File: src/rtl/sgb_pkg.sv
// sgb_pkg: shared types, register indexes and the tap weight lookup
// used by the separable gaussian blur unit and its divider
// no dependencies
`timescale 1ns / 1ps
`default_nettype none

package sgb_pkg;

   localparam logic [2:0] CSR_WIDTH     = 3'd0;
   localparam logic [2:0] CSR_HEIGHT    = 3'd1;
   localparam logic [2:0] CSR_TAPS      = 3'd2;
   localparam logic [2:0] CSR_TAPS_LOW  = 3'd3;
   localparam logic [2:0] CSR_TAPS_HIGH = 3'd4;

   localparam logic OP_PIXEL = 1'b0;
   localparam logic OP_FLUSH = 1'b1;

   typedef struct packed {
      logic busy;
      logic done;
   } div_status_type;

   function automatic logic [15:0] tap_weight(input logic [63:0] low_word,
                                              input logic [63:0] high_word,
                                              input logic [7:0]  idx);
      logic [15:0] wt;
      wt = '0;
      case (idx)
         8'd0: wt = low_word[15:0];
         8'd1: wt = low_word[31:16];
         8'd2: wt = low_word[47:32];
         8'd3: wt = low_word[63:48];
         8'd4: wt = high_word[15:0];
         8'd5: wt = high_word[31:16];
         8'd6: wt = high_word[47:32];
         8'd7: wt = high_word[63:48];
         default: wt = '0;
      endcase
      return wt;
   endfunction

endpackage

`default_nettype wire

File: src/rtl/sgb_divider.sv
// sgb_divider: restoring divider, one quotient bit per cycle
// depends on sgb_pkg for the status struct
`timescale 1ns / 1ps
`default_nettype none

module sgb_divider #(
   parameter int NUM_W = 45,
   parameter int DEN_W = 28
) (
   input  wire logic                   clock,
   input  wire logic                   reset,
   input  wire logic                   start,
   input  wire logic [NUM_W-1:0]       numerator,
   input  wire logic [DEN_W-1:0]       denominator,
   output logic      [NUM_W-1:0]       quotient,
   output sgb_pkg::div_status_type     status
);

   localparam int CNT_W = $clog2(NUM_W + 1);

   logic             busy_ff;
   logic             done_ff;
   logic [CNT_W-1:0] cnt_ff;
   logic [DEN_W-1:0] rem_ff;
   logic [NUM_W-1:0] quo_ff;
   logic [DEN_W-1:0] den_ff;

   logic [DEN_W:0]   shifted;
   logic [DEN_W:0]   diff;
   logic             fits;

   assign shifted = {rem_ff, quo_ff[NUM_W-1]};
   assign fits    = shifted >= {1'b0, den_ff};
   assign diff    = shifted - {1'b0, den_ff};

   always_ff @(posedge clock) begin
      if (reset) begin
         busy_ff <= 1'b0;
         done_ff <= 1'b0;
         cnt_ff  <= '0;
      end else begin
         done_ff <= 1'b0;
         if (start) begin
            busy_ff <= 1'b1;
            cnt_ff  <= CNT_W'(NUM_W);
         end else if (busy_ff) begin
            cnt_ff <= cnt_ff - 1'b1;
            if (cnt_ff == CNT_W'(1)) begin
               busy_ff <= 1'b0;
               done_ff <= 1'b1;
            end
         end
      end
   end

   always_ff @(posedge clock) begin
      if (start) begin
         rem_ff <= '0;
         quo_ff <= numerator;
         den_ff <= denominator;
      end else if (busy_ff) begin
         rem_ff <= fits ? diff[DEN_W-1:0] : shifted[DEN_W-1:0];
         quo_ff <= {quo_ff[NUM_W-2:0], fits};
      end
   end

   assign quotient    = quo_ff;
   assign status.busy = busy_ff;
   assign status.done = done_ff;

   a_start_idle: assert property (@(posedge clock) disable iff (reset)
      start |-> !busy_ff) else $error("divider started while busy");
   a_start_busy: assert property (@(posedge clock) disable iff (reset)
      start |=> busy_ff) else $error("divider did not go busy");
   a_last_done: assert property (@(posedge clock) disable iff (reset)
      (busy_ff && !start && cnt_ff == CNT_W'(1)) |=> done_ff)
      else $error("divider missed its done pulse");
   a_done_free: assert property (@(posedge clock) disable iff (reset)
      done_ff |-> !busy_ff) else $error("divider done while busy");

endmodule

`default_nettype wire

File: config.mk
export PLATFORM = sky130hd
export DESIGN_NAME = sgb_divider
export DESIGN_NICKNAME = d
export VERILOG_FILES = /design/src/rtl/sgb_pkg.sv /design/src/rtl/sgb_divider.sv
export SDC_FILE = /design/constraint.sdc
export NUM_CORES = 1
export LEC_CHECK = 0
export BUFFER_PORTS_ARGS = -buffer_cell sky130_fd_sc_hd__buf_2
export CAP_MARGIN = 30
export CORE_UTILIZATION = 56
export DETAILED_ROUTE_END_ITERATION = 8
export MAX_ROUTING_LAYER = met4
export PLACE_DENSITY = 0.81
export SLEW_MARGIN = 20
export SYNTH_ARGS = -nofsm -noshare
export SYNTH_HDL_FRONTEND = slang
export SYNTH_SLANG_ARGS = --single-unit
File: constraint.sdc
create_clock -name clock -period 3 [get_ports clock]
set_input_delay 0.45 -clock clock [delete_from_list [all_inputs] [get_ports clock]]
set_output_delay 0.45 -clock clock [all_outputs]
set_load 0.01 [all_outputs]
# Word level (Yosys, flattened, before mapping)

Cells that the tools add are included.

Register bits after elaboration: 109
Input port bits: 76
Output and inout bits: 47
Logic and storage cells: 24

$add $sub $neg: 2
$lt $le $gt $ge: 1
Eq/ne operators: 1
Muxes and demuxes: 9
Bitwise logic cells: 1
Reduce and logical (&&, ||, !) cells: 3

Operators by type and width:

| operator              | count |
|---|---|
| $mux W45              | 2 |
| $ge A29 B28 Y1        | 1 |
| $mux W28              | 1 |
| $sub A28 B28 Y28      | 1 |
| $mux W6               | 2 |
| $eq A6 B1 Y1 const B  | 1 |
| $sub A6 B1 Y6 const B | 1 |
| $mux W1               | 4 |
| $reduce_or A3 Y1      | 1 |
| $reduce_bool A2 Y1    | 1 |
| $reduce_or A2 Y1      | 1 |
| $not A1 Y1            | 1 |

# Depth between registers and ports, before layout

Gate-level depths: netlist of the first run.

Depth in word-level cells: 4
Mapped depth: 13

# Worst setup path before layout of the first run

OpenSTA, ideal clock, no wires.

Kind: reg-to-reg
Start point: reg quo_ff[44] (netlist: quotient[44])
End point: reg rem_ff[26]
Arrival time: 2.457 ns
Required time: 2.875 ns
Setup slack: 0.418 ns
Stages on the path, launching flop included: 12
Path through: edfxtp_1 > inv_1 > ha_1 > fa_1 > nand2b_1 > a21o_1 > a21oi_1 > a21oi_1 > a21oi_1 > nor2_1 > nor4b_1 > a21oi_1

Cells in the longest elaborated chain, start to end: 2
Elaborated cells between the ends (all ways): 3

RTL lines:

| element                                                   | line                                 | source |
|---|---|---|
| from (decl)                                               | sgb_divider.sv:25                    | `logic [NUM_W-1:0] quo_ff;` |
| from (signal assigned)                                    | sgb_divider.sv:59                    | `quo_ff <= numerator;` |
| from (signal assigned)                                    | sgb_divider.sv:63                    | `quo_ff <= {quo_ff[NUM_W-2:0], fits};` |
| $sub A28 B28 Y28 / $ge A29 B28 Y1 (equally long branches) | sgb_divider.sv:34, sgb_divider.sv:33 |  |
| $mux W28 *                                                | sgb_divider.sv:62                    | `rem_ff <= fits ? diff[DEN_W-1:0] : shifted[DEN_W-1:0];` |
| to (signal assigned)                                      | sgb_divider.sv:62                    |  |
| to (decl)                                                 | sgb_divider.sv:24                    | `logic [DEN_W-1:0] rem_ff;` |

Mark *: on every way between the ends. The rest lies on a longest branch, timed or not.
A chain may end at the register's enable or synchronous reset.

# Final worst setup path of the first run

Start point: reg den_ff[1]
End point: reg rem_ff[2]

Cells in the longest elaborated chain, start to end: 2
Elaborated cells between the ends (all ways): 3

RTL lines:

| element                                                   | line                                 | source |
|---|---|---|
| from (decl)                                               | sgb_divider.sv:26                    | `logic [DEN_W-1:0] den_ff;` |
| from (signal assigned)                                    | sgb_divider.sv:60                    | `den_ff <= denominator;` |
| $sub A28 B28 Y28 / $ge A29 B28 Y1 (equally long branches) | sgb_divider.sv:34, sgb_divider.sv:33 |  |
| $mux W28 *                                                | sgb_divider.sv:62                    |  |

Marked as above.

==> impl_results.md, run 1 <==
- Number of nets with antenna violations after detailed routing: 0
- Post-Synthesis Net Count: 695
- Mean Syn Cell Area: 10.6 um^2
- Synth async-reset ratio: 0%
- Count of flip-flops with a built-in enable after synthesis: 73
- # diodes: 0
- Number of violations of the max-capacitance limit: 0
- Count of final max-slew check failures: 0
- Number of remaining DRC errors: 0
- Clock-pin slew of the registers on the worst-case setup and hold paths: 0.12 ns
- Largest fanout of any net on the critical path: 16
- Portion of total power attributed to combinational logic: 28.0%
- Clock share of power: 23.7%
- Global-route usage over all layers: 26.8%
- Insertion delay of the later-clocked pin in the worst-skew pair: 0.41 ns
- Library cells used by synthesis: 67
- Avg WL per Cell: 17.3 um
- Crit Path Class: flip-flop to flip-flop
- Power density over the cells: 536 nW/um^2
- Starting density of the core: 57.4%
- Slew at the pin with the worst max-slew slack: 0.612 ns
- Proportion of total power due to net switching: 32.5%
- Area inside the core boundary: 10800 um^2
- Number of violations reported at the end of detailed-routing iteration 0: 313
- CP Capture Type: flip-flop
- Crit path DAT: 3.17 ns
- Total wirelength of the detailed-routed design: 14700 um
- Nets: 810
- Horizontal die dimension: 107 um
- Number of optimization iterations in the first detailed-route pass: 6
- Lkg Pwr: 3.02 nW
- Clock sink count: 109
- Total CTS buffers: 9
- Worst-case vdd ir drop: 514 uV
- Int Power: 0.00260 W
- Critical path cell sequence: inv_1 -> ha_1 -> nor2b_1 -> o21ai_1 -> a21oi_2 -> nor4b_2 -> or4_4 -> a21oi_4 -> buf_12 -> o21ai_0 -> a311oi_1
- CP max stage delay: 0.54 ns
- Path category of the worst min-delay check: input port to flip-flop
- Peak clock frequency supported by timing: 349 MHz
- Boundary Pins: 123
- Count of warnings emitted by yosys: 0
- Total number of vias: 5016
- Clock root buffer: clkbuf_8
- Per-cell via count in the routed design: 5.92
- Max-slew headroom: 59.2%
- Final hold violations: 0
- TritonCTS clock tree: done
- Area growth from synthesis to final layout: 15.5%
- Slowest CP cell: or4_4
- Fraction of the yosys area taken by sequential cells: 46.9%
- Flip-flop cell with the highest count after synthesis: edfxtp_1
- Clock skew: 0.0181 ns
- Total of hold buffers inserted after clock tree synthesis: 0
- Global route overflow: 0
- Hold slack final: 0.210 ns
- Sequential cell fraction of total power: 48.2%
- Data required time of the critical path: 3.31 ns
- Fraction of layout instances using a drive strength above 1: 31.1%
- Last weighted congestion value of the routability-driven placer: 0.877
- Post-route minimum period: 2.86 ns
- Netlist Area Pre-Place: 6220 um^2
- Area enclosed by the die boundary: 11500 um^2
- Area of placed instances: 6930 um^2
- Std-Cell Rows: 38
- Tcrit/Tclk final: 95.4%
- HPWL reported at the end of detailed placement: 10200 um
- Crit start category: flip-flop
- H-tree depth: 3
- Number of buffers added on ports: 122
- Final design utilization: 66.2%
- Vias in the first global route: 4932
- Max Root-Sink Buffers: 2
- Synthesized instance count: 588
- Largest net degree at the start of global routing: 73
- Number of endpoints failing setup at the final stage: 0
- Die Y: 107 um
- Setup TNS: 0 ns
- Antenna violations before repair: 0
- Psw: 0.00125 W
- Number of synthesized register bits: 109
- First-pass GRT wire length: 23300 um
- Status: complete, no violations
- Fin area: 7180 um^2
## layout make-up
cell class,count,area (um^2)
clock buffers,11,151
clock inverters,5,52.6
fillers,811,3660
inverters,36,135
multi-input cells,407,2970
flip-flops and latches,109,2910
well taps,140,175
repair buffers,140,786
## layer usage
layer | share of wire (%) | global-route usage, % | wire length (um)
met1 | 43 | 32.7 | 6380
met5 | 0 | - | 0
met4 | 1.8 | 8.90 | 259
met2 | 48 | 43.8 | 7110
met3 | 6.3 | 6.36 | 922
## path summary, 6_finish.rpt
path / from / to / slack (ns) / depth (start not counted)
worst max register to register: den_ff[1] / rem_ff[2] / 0.14 / 11
worst min-delay path: denominator[24] / den_ff[24] / 0.21 / 1
worst max-delay path: den_ff[1] / rem_ff[2] / 0.14 / 11
worst min register to register: rem_ff[12] / rem_ff[12] / 0.51 / 2
## cell families (layout without fill, tap and decap cells)
kind of cell / after synthesis / in the layout / share of synthesized area [%]
AND/OR/NAND/NOR: 155 / 155 / 12.2
AO/OA/AOI/OAI: 147 / 147 / 16.5
flip-flops: 109 / 109 / 46.9
buffers and inverters: 72 / 192 / 5.82
multiplexers: 47 / 47 / 8.49
adder cells (fa/ha/maj): 31 / 31 / 6.36
XOR/XNOR: 27 / 27 / 3.80
## critical path: cells and delay by family, from the launching register on
kind / cells / cell delay, ns
DFF: 1 / 0.40
buffers and inverters: 2 / 0.25
and+or+nand+nor: 3 / 0.82
AOI/OAI and AO/OA: 5 / 1.02
adders and majority gates: 1 / 0.29
## layout by cell type, fill, tap and decap left out, types with 6 or more instances in the layout
cell      instances
a211oi_1          7
a21o_1           13
a21oi_1          28
a311oi_1         23
buf_2           121
buf_4            16
clkbuf_8         11
dfxtp_1          35
edfxtp_1         73
ha_1             30
inv_1            35
mux2_2           46
nand2_1          22
nand2b_1          6
nand3_1          27
nor2_1           57
nor3_1            7
o21ai_0          13
o21ai_1          20
xnor2_1          11
xor2_1           16
## cells in the mapped netlist (6+ instances only)
library cell  count  share of area, %
a211oi_1          7              0.85
buf_4             8              0.97
edfxtp_1         73                35
nand2_1          22               1.3
dfxtp_1          36                12
a311oi_1         24               3.4
xnor2_1          11               1.5
o21ai_1          20               1.6
a21oi_1          29               2.3
buf_1             6              0.36
ha_1             30               6.0
nor3_1            7              0.56
mux2_2           46               8.3
clkbuf_1         11              0.66
inv_1            35               2.1
xor2_1           16               2.3
o21ai_0          13               1.0
a21o_1           13               1.6
nor2_1           57               3.4
nand3_1          27               2.2
nand2b_1          6              0.60
## flip-flops by register name, indices dropped and copies added (netlist names)
signal    cells
den_ff       28
done_ff       1
busy_ff       1
cnt_ff        6
quotient     45
rem_ff       28
## repair_timing
item | CTS | global route
gates resized for setup | 0 | 4
buffers inserted | 0 | 3
endpoints found under the hold margin | 0 | 0
setup endpoints to repair | 0 | 21
## power by group through the flow
stage               combinational [W]  clock, W  sequential, W
floorplan                    0.000727         0        0.00190
global placement              0.00102         0        0.00188
detailed placement            0.00105         0        0.00188
CTS                           0.00106  0.000931        0.00185
global route                  0.00118  0.000975        0.00187
finish                        0.00108  0.000913        0.00185
## metrics by stage
| stage | power (W) | setup slack (ns) | std cells |
|---|---|---|---|
| 4_1_cts | 0.00384 | 0.0669 | 845 |
| 5_1_grt | 0.00403 | -0.00927 | 848 |
| 3_5_place_dp | 0.00293 | 0.0910 | 829 |
| 2_1_floorplan | 0.00263 | 0.418 | 588 |
| 3_3_place_gp | 0.00290 | 0.124 | 829 |
| 6_report | 0.00385 | 0.137 | 848 |
No activity file was read; power rests on OpenSTA's default activity.
==> inputs of run 2 (changes only) <==
CORE_UTILIZATION = 45   (was 56)
PLACE_DENSITY = 0.67   (was 0.81)
==> run 2 against run 1 <==
  * Largest cell class unchanged
  * Critical path type unchanged
  * Setup slack lost 0.034 ns
  * Power up 8.1%
  * Fmax decreased by 1.2%
  * Critical endpoint is now rem_ff[17]
  * Via count about the same
  * Final cell count is 5.9% higher
  * Hold slack improved by 0.054 ns
  * Die area up 24%
  * Flip-flop and latch count unchanged
  * Sequential share of layout area is 1.3 points lower
  * Non-clock buffer count grew 14
==> impl_results.md, run 2 (synthesis gave the netlist of run 1 again) <==
- Peak clock frequency supported by timing: 345 MHz
- Int Power: 0.00286 W
- TritonCTS clock tree: done
- Clock share of power: 29.1%
- Boundary Pins: 123
- Number of remaining DRC errors: 0
- CP Capture Type: flip-flop
- Number of violations reported at the end of detailed-routing iteration 0: 288
- Clock skew: 0.00924 ns
- Die Y: 120 um
- Area inside the core boundary: 13300 um^2
- Per-cell via count in the routed design: 5.58
- Std-Cell Rows: 42
- Vias in the first global route: 5121
- Count of final max-slew check failures: 0
- CP max stage delay: 0.56 ns
- Status: complete, no violations
- Psw: 0.00130 W
- Total of hold buffers inserted after clock tree synthesis: 0
- Number of endpoints failing setup at the final stage: 0
- Data required time of the critical path: 3.20 ns
- Total wirelength of the detailed-routed design: 14500 um
- Area enclosed by the die boundary: 14300 um^2
- Sequential cell fraction of total power: 44.5%
- Insertion delay of the later-clocked pin in the worst-skew pair: 0.36 ns
- Clock sink count: 109
- Largest fanout of any net on the critical path: 6
- Global-route usage over all layers: 21.5%
- Lkg Pwr: 3.13 nW
- Post-route minimum period: 2.90 ns
- Clock-pin slew of the registers on the worst-case setup and hold paths: 0.08 ns
- Proportion of total power due to net switching: 31.2%
- Pre-CTS worst setup slack: 0.0155 ns
- H-tree depth: 3
- Number of violations of the max-capacitance limit: 0
- Portion of total power attributed to combinational logic: 26.3%
- Nets: 824
- HPWL reported at the end of detailed placement: 10300 um
- Tcrit/Tclk final: 96.6%
- Largest register FFs: 45
- Avg WL per Cell: 16.1 um
- Max-slew headroom: 57.5%
- Number of nets with antenna violations after detailed routing: 0
- RSZ-0062 raised after global routing: yes
- First-pass GRT wire length: 23900 um
- Area of placed instances: 7010 um^2
- Clock root buffer: clkbuf_16
- Crit start category: flip-flop
- Final hold violations: 0
- Area growth from synthesis to final layout: 19.3%
- Horizontal die dimension: 120 um
- Most frequent standard cell in the layout excluding fill and tap cells: buf_2
- Worst-case vdd ir drop: 496 uV
- Total number of vias: 5014
- Worst Path Buf+Inv: 2
- Fraction of layout instances using a drive strength above 1: 32.5%
- Fin area: 7410 um^2
- Last weighted congestion value of the routability-driven placer: 0.906
- Total CTS buffers: 9
- Global route overflow: 0
- Slew at the pin with the worst max-slew slack: 0.636 ns
- Path category of the worst min-delay check: input port to flip-flop
- Power density over the cells: 561 nW/um^2
- Max Root-Sink Buffers: 2
- Largest delay contributor family on the critical path: simple AND/OR/NAND/NOR gates
- Number of optimization iterations in the first detailed-route pass: 5
- Crit path DAT: 3.10 ns
- Crit Path Class: flip-flop to flip-flop
- Final Worst Setup Slack: 0.102 ns
- Most used cells in the layout excluding fill and tap cells: buf_2, edfxtp_1, nor2_1
- Number of buffers added on ports: 122
- Slowest CP cell: or4_4
- Largest net degree at the start of global routing: 62
- Starting density of the core: 46.6%
- Antenna violations before repair: 0
- # diodes: 0
- Critical path cell sequence: inv_1 -> ha_1 -> and3_1 -> nand4_1 -> a21oi_2 -> nor4b_2 -> or4_4 -> a21o_4 -> buf_4 -> a221oi_4 -> a2111oi_2
-- run 2: area by class of cell --
| cell class | count | area (um^2) |
|---|---|---|
| flip-flops and latches | 109 | 2910 |
| repair buffers | 154 | 861 |
| inverters | 36 | 135 |
| clock buffers | 10 | 239 |
| well taps | 176 | 220 |
| clock inverters | 6 | 65.1 |
| fillers | 1216 | 5930 |
| multi-input cells | 407 | 2980 |
-- run 2: path summary, 6_finish.rpt --
kind	depth (start not counted)	slack [ns]	to	from
min reg2reg	2	0.50	rem_ff[8]	rem_ff[7]
min	1	0.26	den_ff[0]	denominator[0]
max	11	0.10	rem_ff[17]	den_ff[7]
max reg2reg	11	0.10	rem_ff[17]	den_ff[7]
-- run 2: per-layer routing --
layer  part of all wire, %  track usage, %  wire length [um]
met2                    47            34.2              6810
met4                   1.9            6.48               275
met5                     0               -                 0
met1                    45            26.9              6500
met3                   6.2            5.51               893
-- run 2: repair_timing --
item,CTS,global route
pin swaps,0,2
endpoints found under the setup margin,2,27
resized for setup,1,8
buffers inserted,0,7
hold endpoints to repair,0,0
-- run 2: per-stage QoR --
| step | total power (W) | instances | hold slack, ns | setup TNS, ns | utilization, % |
|---|---|---|---|---|---|
| floorplan | 0.00263 | 588 | 0.464 | 0 | - |
| global route | 0.00438 | 898 | 0.249 | -0.199 | 55.5 |
| finish | 0.00416 | 898 | 0.265 | 0 | 55.5 |
| CTS | 0.00417 | 891 | 0.251 | 0 | 54.8 |
| detailed placement | 0.00295 | 875 | 0.485 | 0 | 52.5 |
| global placement | 0.00293 | 875 | 0.477 | 0 | 52.5 |
-- run 2: power groups by stage --
stage / clock, W / combinational (W) / sequential (W)
3_3_place_gp: 0 / 0.00105 / 0.00188
4_1_cts: 0.00125 / 0.00108 / 0.00185
2_1_floorplan: 0 / 0.000727 / 0.00190
5_1_grt: 0.00130 / 0.00121 / 0.00187
6_report: 0.00121 / 0.00109 / 0.00185
3_5_place_dp: 0 / 0.00107 / 0.00188
==> inputs of run 3 (changes only) <==
CELL_PAD_IN_SITES_DETAIL_PLACEMENT = 0   (was default)
CELL_PAD_IN_SITES_GLOBAL_PLACEMENT = 1   (was default)
CORE_UTILIZATION = 43   (was 45)
PLACE_DENSITY = default   (was 0.67)
PLACE_DENSITY_LB_ADDON = 0.1   (was default)
==> run 3 against run 2 <==
  * Global-route usage grew 0.27 points
  * Utilization down 3.5 points
  * Clock power decreased by 3%
  * Fmax is 3.6% higher
  * Non-clock buffer count decreased by 13
  * Wire length rose by 2.6%
  * Power fell by 1.5%
  * First-iteration DRC count is 0.69% lower
  * Clock skew grew 0.0024 ns
  * Die area is 4.6% higher
  * Critical endpoint unchanged
  * Largest cell class unchanged
  * Highest routed layer unchanged
==> impl_results.md, run 3 (synthesis gave the netlist of run 1 again) <==
- Nets: 811
- Max Root-Sink Buffers: 2
- Number of nets with antenna violations after detailed routing: 0
- Antenna violations before repair: 0
- # diodes: 0
- Clock sink count: 109
- Horizontal die dimension: 122 um
- Slew at the pin with the worst max-slew slack: 0.640 ns
- Avg WL per Cell: 16.7 um
- Number of endpoints failing setup at the final stage: 0
- Largest fanout of any net on the critical path: 12
- Starting density of the core: 44.4%
- Power density over the cells: 562 nW/um^2
- HPWL reported at the end of detailed placement: 10500 um
- Number of remaining DRC errors: 0
- Crit start category: flip-flop
- Data required time of the critical path: 3.27 ns
- Area enclosed by the die boundary: 14900 um^2
- Area taken by flip-flops and latches: 2910 um^2
- Largest net degree at the start of global routing: 114
- Crit Path Class: flip-flop to flip-flop
- Per-cell via count in the routed design: 5.51
- Fraction of layout instances using a drive strength above 1: 30.7%
- Area of placed instances: 6990 um^2
- Path category of the worst min-delay check: input port to flip-flop
- H-tree depth: 3
- Last weighted congestion value of the routability-driven placer: 0.897
- Crit path DAT: 3.06 ns
- Post-route minimum period: 2.80 ns
- Total number of vias: 4895
- TritonCTS clock tree: done
- Area inside the core boundary: 14000 um^2
- Most frequent standard cell in the layout excluding fill and tap cells: buf_2
- Number of buffers added on ports: 122
- Insertion delay of the later-clocked pin in the worst-skew pair: 0.37 ns
- Boundary Pins: 123
- Clock-pin slew of the registers on the worst-case setup and hold paths: 0.08 ns
- Max-slew headroom: 57.3%
- RSZ-0062 raised after global routing: no
- Fin area: 7290 um^2
- Status: complete, no violations
- Area occupied by multi-input gates: 2950 um^2
- Worst-case vdd ir drop: 387 uV
- Largest register FFs: 45
- Number of optimization iterations in the first detailed-route pass: 5
- Global route overflow: 0
- Final hold violations: 0
- Total wirelength of the detailed-routed design: 14900 um
- Die Y: 122 um
- Setup TNS: 0 ns
- Number of violations reported at the end of detailed-routing iteration 0: 286
- Peak clock frequency supported by timing: 358 MHz
- Area growth from synthesis to final layout: 17.2%
- Number of violations of the max-capacitance limit: 0
- Tcrit/Tclk final: 93.2%
- Std-Cell Rows: 43
- Global-route usage over all layers: 21.8%
- Total CTS buffers: 9
- Vias in the first global route: 4938
- CP Capture Type: flip-flop
- Total of hold buffers inserted after clock tree synthesis: 0
- Most used cells in the layout excluding fill and tap cells: buf_2, edfxtp_1, nor2_1
- First-pass GRT wire length: 24400 um
- Clock skew: 0.0116 ns
- Count of fill cells added during filler insertion: 1306
- Count of final max-slew check failures: 0
- Clock root buffer: clkbuf_16
- Lkg Pwr: 3.05 nW
## run 3: cell types whose count changed in the layout (fill, tap and decap cells not counted), sizes merged
cell,previous run,this run
buf,154,141
clkbuf,10,9
clkinv,4,3
clkinvlp,0,1
inv,38,39
## run 3: final timing paths
check	startpoint	to	slack, ns	depth (start not counted)
setup / recovery	den_ff[7]	rem_ff[17]	0.20	11
hold / removal	denominator[10]	den_ff[10]	0.25	1
setup reg to reg	den_ff[7]	rem_ff[17]	0.20	11
hold reg to reg	rem_ff[12]	rem_ff[12]	0.51	2
## run 3: stage by stage
| step | total power (W) | instances | util (%) | hold slack (ns) | setup WS [ns] |
|---|---|---|---|---|---|
| 3_5_place_dp | 0.00295 | 872 | 50.0 | 0.495 | 0.116 |
| 5_1_grt | 0.00432 | 889 | 52.1 | 0.236 | 0.0159 |
| 6_report | 0.00409 | 889 | 52.1 | 0.253 | 0.204 |
| 2_1_floorplan | 0.00263 | 588 | - | 0.464 | 0.418 |
| 4_1_cts | 0.00414 | 888 | 52.0 | 0.240 | 0.0915 |
| 3_3_place_gp | 0.00294 | 872 | 50.0 | 0.489 | 0.127 |
## run 3: worst max-delay path, cell delays in order (launching register included)
cell and delay [ns]:
edfxtp_1 0.32, inv_1 0.04, ha_1 0.35, and3_1 0.23, nand4_1 0.12, a21oi_2 0.19
nor4b_2 0.09, or4_4 0.54, a21oi_4 0.14, buf_4 0.22, nor2_1 0.14, a2111oi_2 0.30
## run 3: area by class of cell
| class | count | share of cell area, % |
|---|---|---|
| multi-input cells | 407 | 40.5 |
| flip-flops and latches | 109 | 40.0 |
| repair buffers | 141 | 10.7 |
| clock buffers | 9 | 3.09 |
| well taps | 180 | 3.09 |
| inverters | 36 | 1.85 |
| clock inverters | 7 | 0.738 |
## run 3: timing repair
item                                    4_1_cts  5_1_grt
gates resized for setup                       0        2
endpoints found under the setup margin        0       20
buffers inserted                              0        1
## run 3: report_power, final
group,switching (W),internal [W],total (W)
Clock,0.000592,0.000575,0.00117
Combinational,0.000611,0.000467,0.00108
Sequential,0.0000815,0.00177,0.00185
## run 3: routing by layer
layer  vias to the layer above  track usage (%)  share of wire [%]
met5                         -                -                  0
met4                         0             6.71                1.7
met3                        21             6.83                7.3
met2                       142             34.2                 45
met1                      2314             26.6                 46
li1                       2418                -                  -
